==> config.mk <==
export PLATFORM = sky130hd
export DESIGN_NAME = rsre_fifo
export DESIGN_NICKNAME = d
export VERILOG_FILES = /design/src/rtl/rsre_pkg.sv /design/src/rtl/rsre_fifo.sv
export SDC_FILE = /design/constraint.sdc
export NUM_CORES = 1
export LEC_CHECK = 0
export ABC_AREA = 1
export BUFFER_PORTS_ARGS = -buffer_cell sky130_fd_sc_hd__buf_2
export CORE_MARGIN = 10
export CORE_UTILIZATION = 56
export CTS_CLUSTER_DIAMETER = 120
export CTS_CLUSTER_SIZE = 16
export DETAILED_ROUTE_END_ITERATION = 7
export PLACE_DENSITY = 0.91
export SYNTH_ARGS = -nofsm -noshare
export SYNTH_HDL_FRONTEND = slang
export SYNTH_SLANG_ARGS = --single-unit
export TNS_END_PERCENT = 30
==> constraint.sdc <==
create_clock -name clk -period 13.2 [get_ports clk]
set_input_delay 2.64 -clock clk [delete_from_list [all_inputs] [get_ports clk]]
set_output_delay 2.64 -clock clk [all_outputs]
set_load 0.02 [all_outputs]
==> src/rtl/rsre_pkg.sv <==
`default_nettype none
package rsre_pkg;

	localparam logic [2:0] REG_DIRECT_RE0   = 3'd0;
	localparam logic [2:0] REG_DIRECT_IM0   = 3'd1;
	localparam logic [2:0] REG_DIRECT_RE1   = 3'd2;
	localparam logic [2:0] REG_DIRECT_IM1   = 3'd3;
	localparam logic [2:0] REG_POWER_NOISE  = 3'd4;

	localparam logic [15:0] AMP_OFFSET = 16'd14090;
	localparam logic [44:0] GAIN_MAX   = 45'h1FFF_FFFF_FFFF;
	localparam logic [43:0] PTN_RESET  = 44'd10000000000000;

	localparam logic [16:0] QSINE [17] = '{
		17'd0, 17'd3212, 17'd6393, 17'd9512, 17'd12540, 17'd15447, 17'd18205,
		17'd20788, 17'd23170, 17'd25330, 17'd27246, 17'd28899, 17'd30274,
		17'd31357, 17'd32138, 17'd32610, 17'd32768};

	localparam logic [15:0] BETA [17] = '{
		16'd6554, 16'd6864, 16'd7495, 16'd8354, 16'd9406, 16'd10630, 16'd12011,
		16'd13538, 16'd15201, 16'd16994, 16'd18912, 16'd20947, 16'd23098,
		16'd25358, 16'd27725, 16'd30196, 16'd32768};

	localparam logic [10:0] LOG_FRAC [33] = '{
		11'd0, 11'd45, 11'd90, 11'd132, 11'd174, 11'd214, 11'd254, 11'd292,
		11'd330, 11'd366, 11'd402, 11'd436, 11'd470, 11'd504, 11'd536, 11'd568,
		11'd599, 11'd629, 11'd659, 11'd689, 11'd717, 11'd745, 11'd773, 11'd800,
		11'd827, 11'd853, 11'd879, 11'd904, 11'd929, 11'd953, 11'd977, 11'd1001,
		11'd1024};

	typedef struct packed {
		logic signed [24:0] re0;
		logic signed [24:0] im0;
		logic signed [24:0] re1;
		logic signed [24:0] im1;
		logic               last;
	} rsre_elem_t;

	typedef struct packed {
		logic full;
		logic empty;
	} rsre_qstat_t;

	typedef struct packed {
		logic signed [15:0] dre0;
		logic signed [15:0] dim0;
		logic signed [15:0] dre1;
		logic signed [15:0] dim1;
		logic        [43:0] ptn;
	} rsre_cfg_t;

	function automatic logic signed [16:0] wave_point(input logic [6:0] k);
		logic [4:0] r;
		logic [4:0] rr;
		r  = {1'b0, k[3:0]};
		rr = 5'd16 - r;
		case (k[5:4])
			2'd0:    wave_point = $signed(QSINE[r]);
			2'd1:    wave_point = $signed(QSINE[rr]);
			2'd2:    wave_point = -$signed(QSINE[r]);
			default: wave_point = -$signed(QSINE[rr]);
		endcase
	endfunction

	function automatic logic signed [17:0] sine_interp(input logic [15:0] ang);
		logic signed [16:0] s0;
		logic signed [16:0] s1;
		logic signed [17:0] d;
		logic signed [28:0] p;
		logic signed [28:0] sh;
		s0 = wave_point({1'b0, ang[15:10]});
		s1 = wave_point(7'({1'b0, ang[15:10]} + 7'd1));
		d  = {s1[16], s1} - {s0[16], s0};
		p  = d * $signed({1'b0, ang[9:0]});
		sh = p >>> 10;
		sine_interp = {s0[16], s0} + sh[17:0];
	endfunction

	function automatic logic [15:0] amp_interp(input logic signed [17:0] s);
		logic [17:0] t;
		logic [15:0] x;
		logic [4:0]  idx;
		logic [15:0] d;
		logic [26:0] p;
		t   = $unsigned(s) + 18'd32768;
		x   = t[16:1];
		idx = x[15:11];
		if (idx >= 5'd16) begin
			amp_interp = BETA[16];
		end else begin
			d = BETA[5'(idx + 5'd1)] - BETA[idx];
			p = 27'(d) * 27'(x[10:0]);
			amp_interp = BETA[idx] + p[26:11];
		end
	endfunction

	function automatic logic signed [31:0] sat32(input logic signed [33:0] v);
		if (v > 34'sd2147483647)
			sat32 = 32'sh7FFF_FFFF;
		else if (v < -34'sd2147483648)
			sat32 = 32'sh8000_0000;
		else
			sat32 = v[31:0];
	endfunction

endpackage
`default_nettype wire

==> src/rtl/rsre_fifo.sv <==
`default_nettype none
module rsre_fifo
	import rsre_pkg::*;
#(
	parameter int DEPTH = 2
) (
	input  wire logic  clk,
	input  wire logic  arst_n,
	input  wire logic  push,
	input  rsre_elem_t wdata,
	input  wire logic  pop,
	output rsre_elem_t rdata,
	output rsre_qstat_t st
);

	localparam int PW = $clog2(DEPTH);
	localparam int CW = $clog2(DEPTH + 1);

	rsre_elem_t mem_q [DEPTH];
	logic [PW-1:0] wr_q, rd_q;
	logic [CW-1:0] cnt_q;

	assign st.full  = (cnt_q == CW'(DEPTH));
	assign st.empty = (cnt_q == '0);
	assign rdata    = mem_q[rd_q];

	always_ff @(posedge clk) begin
		if (push)
			mem_q[wr_q] <= wdata;
	end

	always_ff @(posedge clk or negedge arst_n) begin
		if (!arst_n) begin
			wr_q  <= '0;
			rd_q  <= '0;
			cnt_q <= '0;
		end else begin
			if (push)
				wr_q <= (wr_q == PW'(DEPTH - 1)) ? '0 : PW'(wr_q + 1'b1);
			if (pop)
				rd_q <= (rd_q == PW'(DEPTH - 1)) ? '0 : PW'(rd_q + 1'b1);
			if (push && !pop)
				cnt_q <= CW'(cnt_q + 1'b1);
			else if (pop && !push)
				cnt_q <= CW'(cnt_q - 1'b1);
		end
	end

endmodule
`default_nettype wire

==> results_dict.tcl, run 1 <==
set metrics [dict create \
    drt_iter0_markers 263 \
    antenna_found_initial 0 \
    numCtsBuffers 16 \
    io_pins 208 \
    grt_pass1_vias 4227 \
    io_buffers 207 \
    yosysWarnings 0 \
    rsz0062_at_grt "false" \
    grt_usage_pct 15.1 \
    utilization_pct 68.7 \
    finalNonFillerCells 743 \
    routedWlPerCell_um 20.3 \
    drv_cap 0 \
    cts_tree "built" \
    dp_cells 719 \
    ctsResizeCount 0 \
    grt_pass1_wl_um 23600 \
    period_share_pct 41.9 \
    netlist_area_sq_mm 0.00782 \
    period_needed_ns 5.53 \
    drt_pass1_iterations 4 \
    drcViolationCount 0 \
    seqCellArea_sq_mm 0.00617 \
    die_y_um 138 \
    end_kind "output port" \
    p_total_w 0.00208 \
    cellPowerDensity_mw_per_mm2 220 \
    htree_levels 1 \
    final_common_cell "buf_2" \
    fin_skew_ns 0.00683 \
    syn_inst 339 \
    finalHoldViolations 0 \
    fillCellCount 879 \
    dpl.hpwl_um 10900 \
    final_nets 663 \
    fmax_mhz 181 \
    numClockSinks 206 \
    multi_input_area_sq_mm 0.00153 \
    final.setup.tns_ns 0 \
    synth_seq_area_share_pct 78.9 \
    fp.coreArea_sq_mm 0.0138 \
    clkTransAtPathRegs_ns 0.06 \
    avgViaCountPerCell 5.10 \
    required_ns 10.56 \
    setup_viol 0 \
    ir_drop_v 0.000148 \
    synth.distinct_cells 15 \
    start_util_pct 56.8 \
    crit_type "reg -> out" \
    grt_max_degree 57 \
    die_x_um 138 \
    rows 43 \
    outcome "completed" \
    num_vias 3792 \
    post_cts_buffers 0 \
    path_max_fanout 54 \
    ys_seq_elements 206 \
    die-area_sq_mm 0.0191 \
    hp-class "reg -> reg" \
    overflow 0 \
    clk_latency_ns 0.46 \
    clock_path_buffers 3 \
    diodes 0 \
    drive_gt1_share_pct 59.0 \
    postRouteAntennaNets 0 \
    cts.root.buffer_cell "clkbuf_16" \
    cp-start-kind "flop" \
    maxSlewViolCount 0 \
    wirelength_um 15100 \
    final_cell_mix "207 x buf_2, 202 x edfxtp_1, 80 x mux2_4" \
    syn2layout_area_growth_pct 21.1 \
    syn-num-nets 445 \
    postCtsHoldBufs 0 \
    tightest_slew_ns 0.975 \
    critPathArrivalTime_ns 2.89 \
    gp_congestion 0.741 \
    relSlewSlack_pct 35.0 \
    syn_area_per_cell_sq_um 23.1 \
    p_leak_nw 3.81 \
]
[metrics by stage]
stage	worst slack (ns)	area [sq um]	hold slack [ns]
3_3_place_gp	8.15	9010	0.483
5_1_grt	7.49	9470	0.553
6_report	7.67	9470	0.517
2_1_floorplan	5.73	7820	0.463
4_1_cts	7.61	9470	0.518
3_5_place_dp	8.12	9010	0.498
[where the power goes]
part	leakage (nW)	total, W	internal, W	switching (W)
registers	1.94	0.000939	0.000869	0.0000705
logic	1.65	0.000713	0.000319	0.000394
clock network	0.218	0.000430	0.000234	0.000196
total	3.81	0.00208	0.00142	0.000660
[synthesized netlist by cell type, drive strengths merged]
cell,count,area share (%)
nand4,1,0.080
buf,11,1.4
inv,7,0.34
nand3,1,0.064
xor2,2,0.22
ha,1,0.16
nor2,3,0.14
nand2,5,0.24
mux2,101,18
dfrtp,4,1.3
xnor2,1,0.11
edfxtp,202,78
[routing by layer]
metal / track usage [%] / routed length [um] / up-vias
li1: - / - / 1759
met1: 17.3 / 5650 / 1866
met2: 26.9 / 7990 / 150
met3: 5.24 / 1290 / 17
met4: 2.83 / 165 / 0
met5: 0 / 0 / -
[kinds of logic after synthesis]
family                     count (synthesis)  share of synthesized area [%]
DFF                                      206                           78.9
muxes                                    101                           18.4
buffers and inverters                     18                           1.71
and+or+nand+nor                           10                          0.528
xor gates and xnor gates                   3                          0.336
adders and majority gates                  1                          0.160
[critical path, stage by stage, from the launching register on]
cell and delay (ns):
dfrtp_4 0.96, buf_4 0.89, mux2_2 0.41, buf_2 0.16
[cell type report]
class	instances	area share [%]
Clock buffer	23	4.73
Sequential cell	206	65.2
Tap cell	180	2.38
Timing Repair Buffer	211	11.3
Clock inverter	1	0.0397
Multi-Input combinational cell	115	16.1
Inverter	7	0.304
[state kept, by name (all words and copies together), names as in the netlist]
signal and cells:
cnt_q 2, mem_q 202, wr_q 1, rd_q 1
[path summary, 6_finish.rpt]
check / startpoint / to / slack (ns) / depth (start not counted)
setup reg to reg: wr_q / mem_q[0][3] / 11.06 / 3
min in group asynchronous: arst_n / rd_q / 1.98 / 1
max in group asynchronous: arst_n / rd_q / 11.08 / 1
setup / recovery: rd_q / rdata[98] / 7.67 / 3
hold / removal: cnt_q[1] / cnt_q[1] / 0.52 / 2
hold reg to reg: cnt_q[1] / cnt_q[1] / 0.52 / 2
(Power assumes the default switching activity.)
==> run 2, diff against run 1 <==
Settings changed: ABC_AREA 1 to 0, CORE_UTILIZATION 56 to 52, PLACE_DENSITY 0.91 to 0.86.
Clock period 13.2 ns to 5.3 ns, I/O delays scaled along.
==> results_dict.tcl, run 2 <==
set metrics [dict create \
    internal-power_w 0.00356 \
    async_flop_share_pct 1.94 \
    numCtsBuffers 16 \
    synth.most_common_cell "edfxtp_1" \
    setup_viol 0 \
    overflow 0 \
    antenna_found_initial 0 \
    rows 44 \
    final_nets 654 \
    postCtsHoldBufs 0 \
    htree_levels 1 \
    crit_family "flip-flops" \
    outcome "completed" \
    fp.coreArea_sq_mm 0.0146 \
    synth-compound-area-share_pct 0 \
    worst-path-buf-inv 2 \
    wirelength_um 14900 \
    postRouteAntennaNets 0 \
    numClockSinks 206 \
    cts.root.buffer_cell "clkbuf_16" \
    maxSlewViolCount 0 \
    syn-num-nets 436 \
    p_sw_w 0.00164 \
    p_leak_nw 3.80 \
    required_ns 4.24 \
    cts_tree "built" \
    finalHoldViolations 0 \
    die-area_sq_mm 0.0203 \
    ctsResizeCount 0 \
    drv_cap 0 \
    top_regs "mem_q: 202 flops, cnt_q: 2 flops" \
    clk_latency_ns 0.46 \
    avgViaCountPerCell 5.09 \
    ir_drop_v 0.000417 \
    period_share_pct 65.9 \
    clock_path_buffers 3 \
    yosysWarnings 0 \
    final.setup.tns_ns 0 \
    synth.distinct_cells 14 \
    yosys-top-cells-area "edfxtp_1 78%, mux2_4 15%, mux2_2 3.0%" \
    synth_commonest_cells "202 x edfxtp_1, 80 x mux2_4, 21 x mux2_2, 8 x buf_6" \
    io_buffers 207 \
    period_needed_ns 3.49 \
    switching_share_pct 31.5 \
    end_kind "output port" \
    crit_type "reg -> out" \
    yosys-mux-area-fraction_pct 18.4 \
    tightest_slew_ns 1.15 \
    drcViolationCount 0 \
    drive_gt1_share_pct 60.2 \
    gp_congestion 0.678 \
    synth-main-ff-cell "edfxtp_1" \
    netlist.top_cell.by_area "edfxtp_1" \
    routedWlPerCell_um 20.2 \
    cpPeakStageDelay_ns 0.98 \
    combPwrFrac_pct 34.1 \
    drt_iter0_markers 178 \
    rsz0062_at_grt "false" \
    fin_skew_ns 0.00480 \
    final_cell_area_sq_mm 0.00947 \
    grt_pass1_wl_um 22500 \
    io_pins 208 \
    utilization_pct 64.9 \
    final_cell_mix "207 x buf_2, 202 x edfxtp_1, 80 x mux2_4" \
    start_util_pct 53.4 \
    grt_usage_pct 14.0 \
    cp-start-kind "flop" \
    synth_edf_count 202 \
    path_cells "buf_12 -> mux2_2 -> buf_2" \
    num_vias 3752 \
    synth_top_family_by_area "multiplexers" \
    grt_max_degree 84 \
    clkTransAtPathRegs_ns 0.07 \
    cellPowerDensity_mw_per_mm2 548 \
    netlist_area_sq_mm 0.00780 \
    seqPwrFrac_pct 45.0 \
    critPathArrivalTime_ns 2.43 \
    dpl.hpwl_um 10700 \
    p_clk_share_pct 20.9 \
    post_cts_buffers 0 \
    p_total_w 0.00519 \
    regMostFlops "mem_q" \
    drt_pass1_iterations 5 \
    syn2layout_area_growth_pct 21.5 \
    relSlewSlack_pct 23.6 \
    syn_inst 330 \
    fmax_mhz 286 \
    grt_pass1_vias 4088 \
    final_common_cell "buf_2" \
    ys_seq_elements 206 \
    die_x_um 142 \
    placed_area_sq_mm 0.00901 \
    syn_area_per_cell_sq_um 23.6 \
    path_max_fanout 52 \
    synth_xor_area_share_pct 0.562 \
    yosysTopAreaCellShare_pct 77.8 \
    synth-simple-area-share_pct 0.337 \
    crit_cells 3 \
    slowest_stage "dfrtp_4" \
    hp-class "in -> async" \
    largest_reg_flops 202 \
    diodes 0 \
    die_y_um 142 \
    synth_seq_area_share_pct 79.1 \
    rr_worst_depth 2 \
    synthAdderAreaFrac_pct 0.160 \
]
run 2: cells by family (layout without fill, tap and decap cells):
kind of cell / count (synthesis) / in the layout
adders and majority gates: 1 / 1
DFF: 206 / 206
muxes: 101 / 101
and+or+nand+nor: 5 / 5
xor gates and xnor gates: 5 / 5
buffers and inverters: 12 / 235
run 2: power by group through the flow:
stage	clock network, W	registers (W)	logic (W)
2_1_floorplan	0	0.00228	0.00141
3_3_place_gp	0	0.00236	0.00178
3_5_place_dp	0	0.00238	0.00181
4_1_cts	0.00112	0.00235	0.00181
5_1_grt	0.00118	0.00238	0.00188
6_report	0.00108	0.00234	0.00177
run 2: routing by layer:
layer  up-vias  global-route usage (%)  routed length, um
li1       1732                       -                  -
met1      1845                    15.6               5590
met2       146                    24.2               7530
met3        29                    5.84               1520
met4         0                    3.41                251
met5         -                       0                  0
run 2: area by class of cell:
class,instances,area (sq um)
multi-input combinational,112,1530
tap,184,230
timing repair buffer,211,1080
sequential,206,6170
clock buffer,23,458
inverter,1,3.75
fill,975,5120
run 2: per-stage QoR:
step	worst slack (ns)	hold WS [ns]	instances
6_report	1.81	0.398	737
5_1_grt	1.69	0.387	737
4_1_cts	1.75	0.381	737
3_5_place_dp	2.25	0.490	714
3_3_place_gp	2.26	0.475	714
2_1_floorplan	1.17	0.456	330
run 2: worst reg2reg max path: stages, from the launching register on:
cell     delay, ns
dfrtp_1       0.42
and2_4        0.93
buf_4         0.47
run 2: final timing paths:
check                          from  slack [ns]           end
min in group clk           cnt_q[1]        0.50      cnt_q[1]
hold reg to reg            cnt_q[1]        0.50      cnt_q[1]
setup / recovery               rd_q        1.81     rdata[80]
setup reg to reg               wr_q        3.17  mem_q[1][31]
max in group asynchronous    arst_n        4.77          rd_q
hold / removal               arst_n        0.40          rd_q
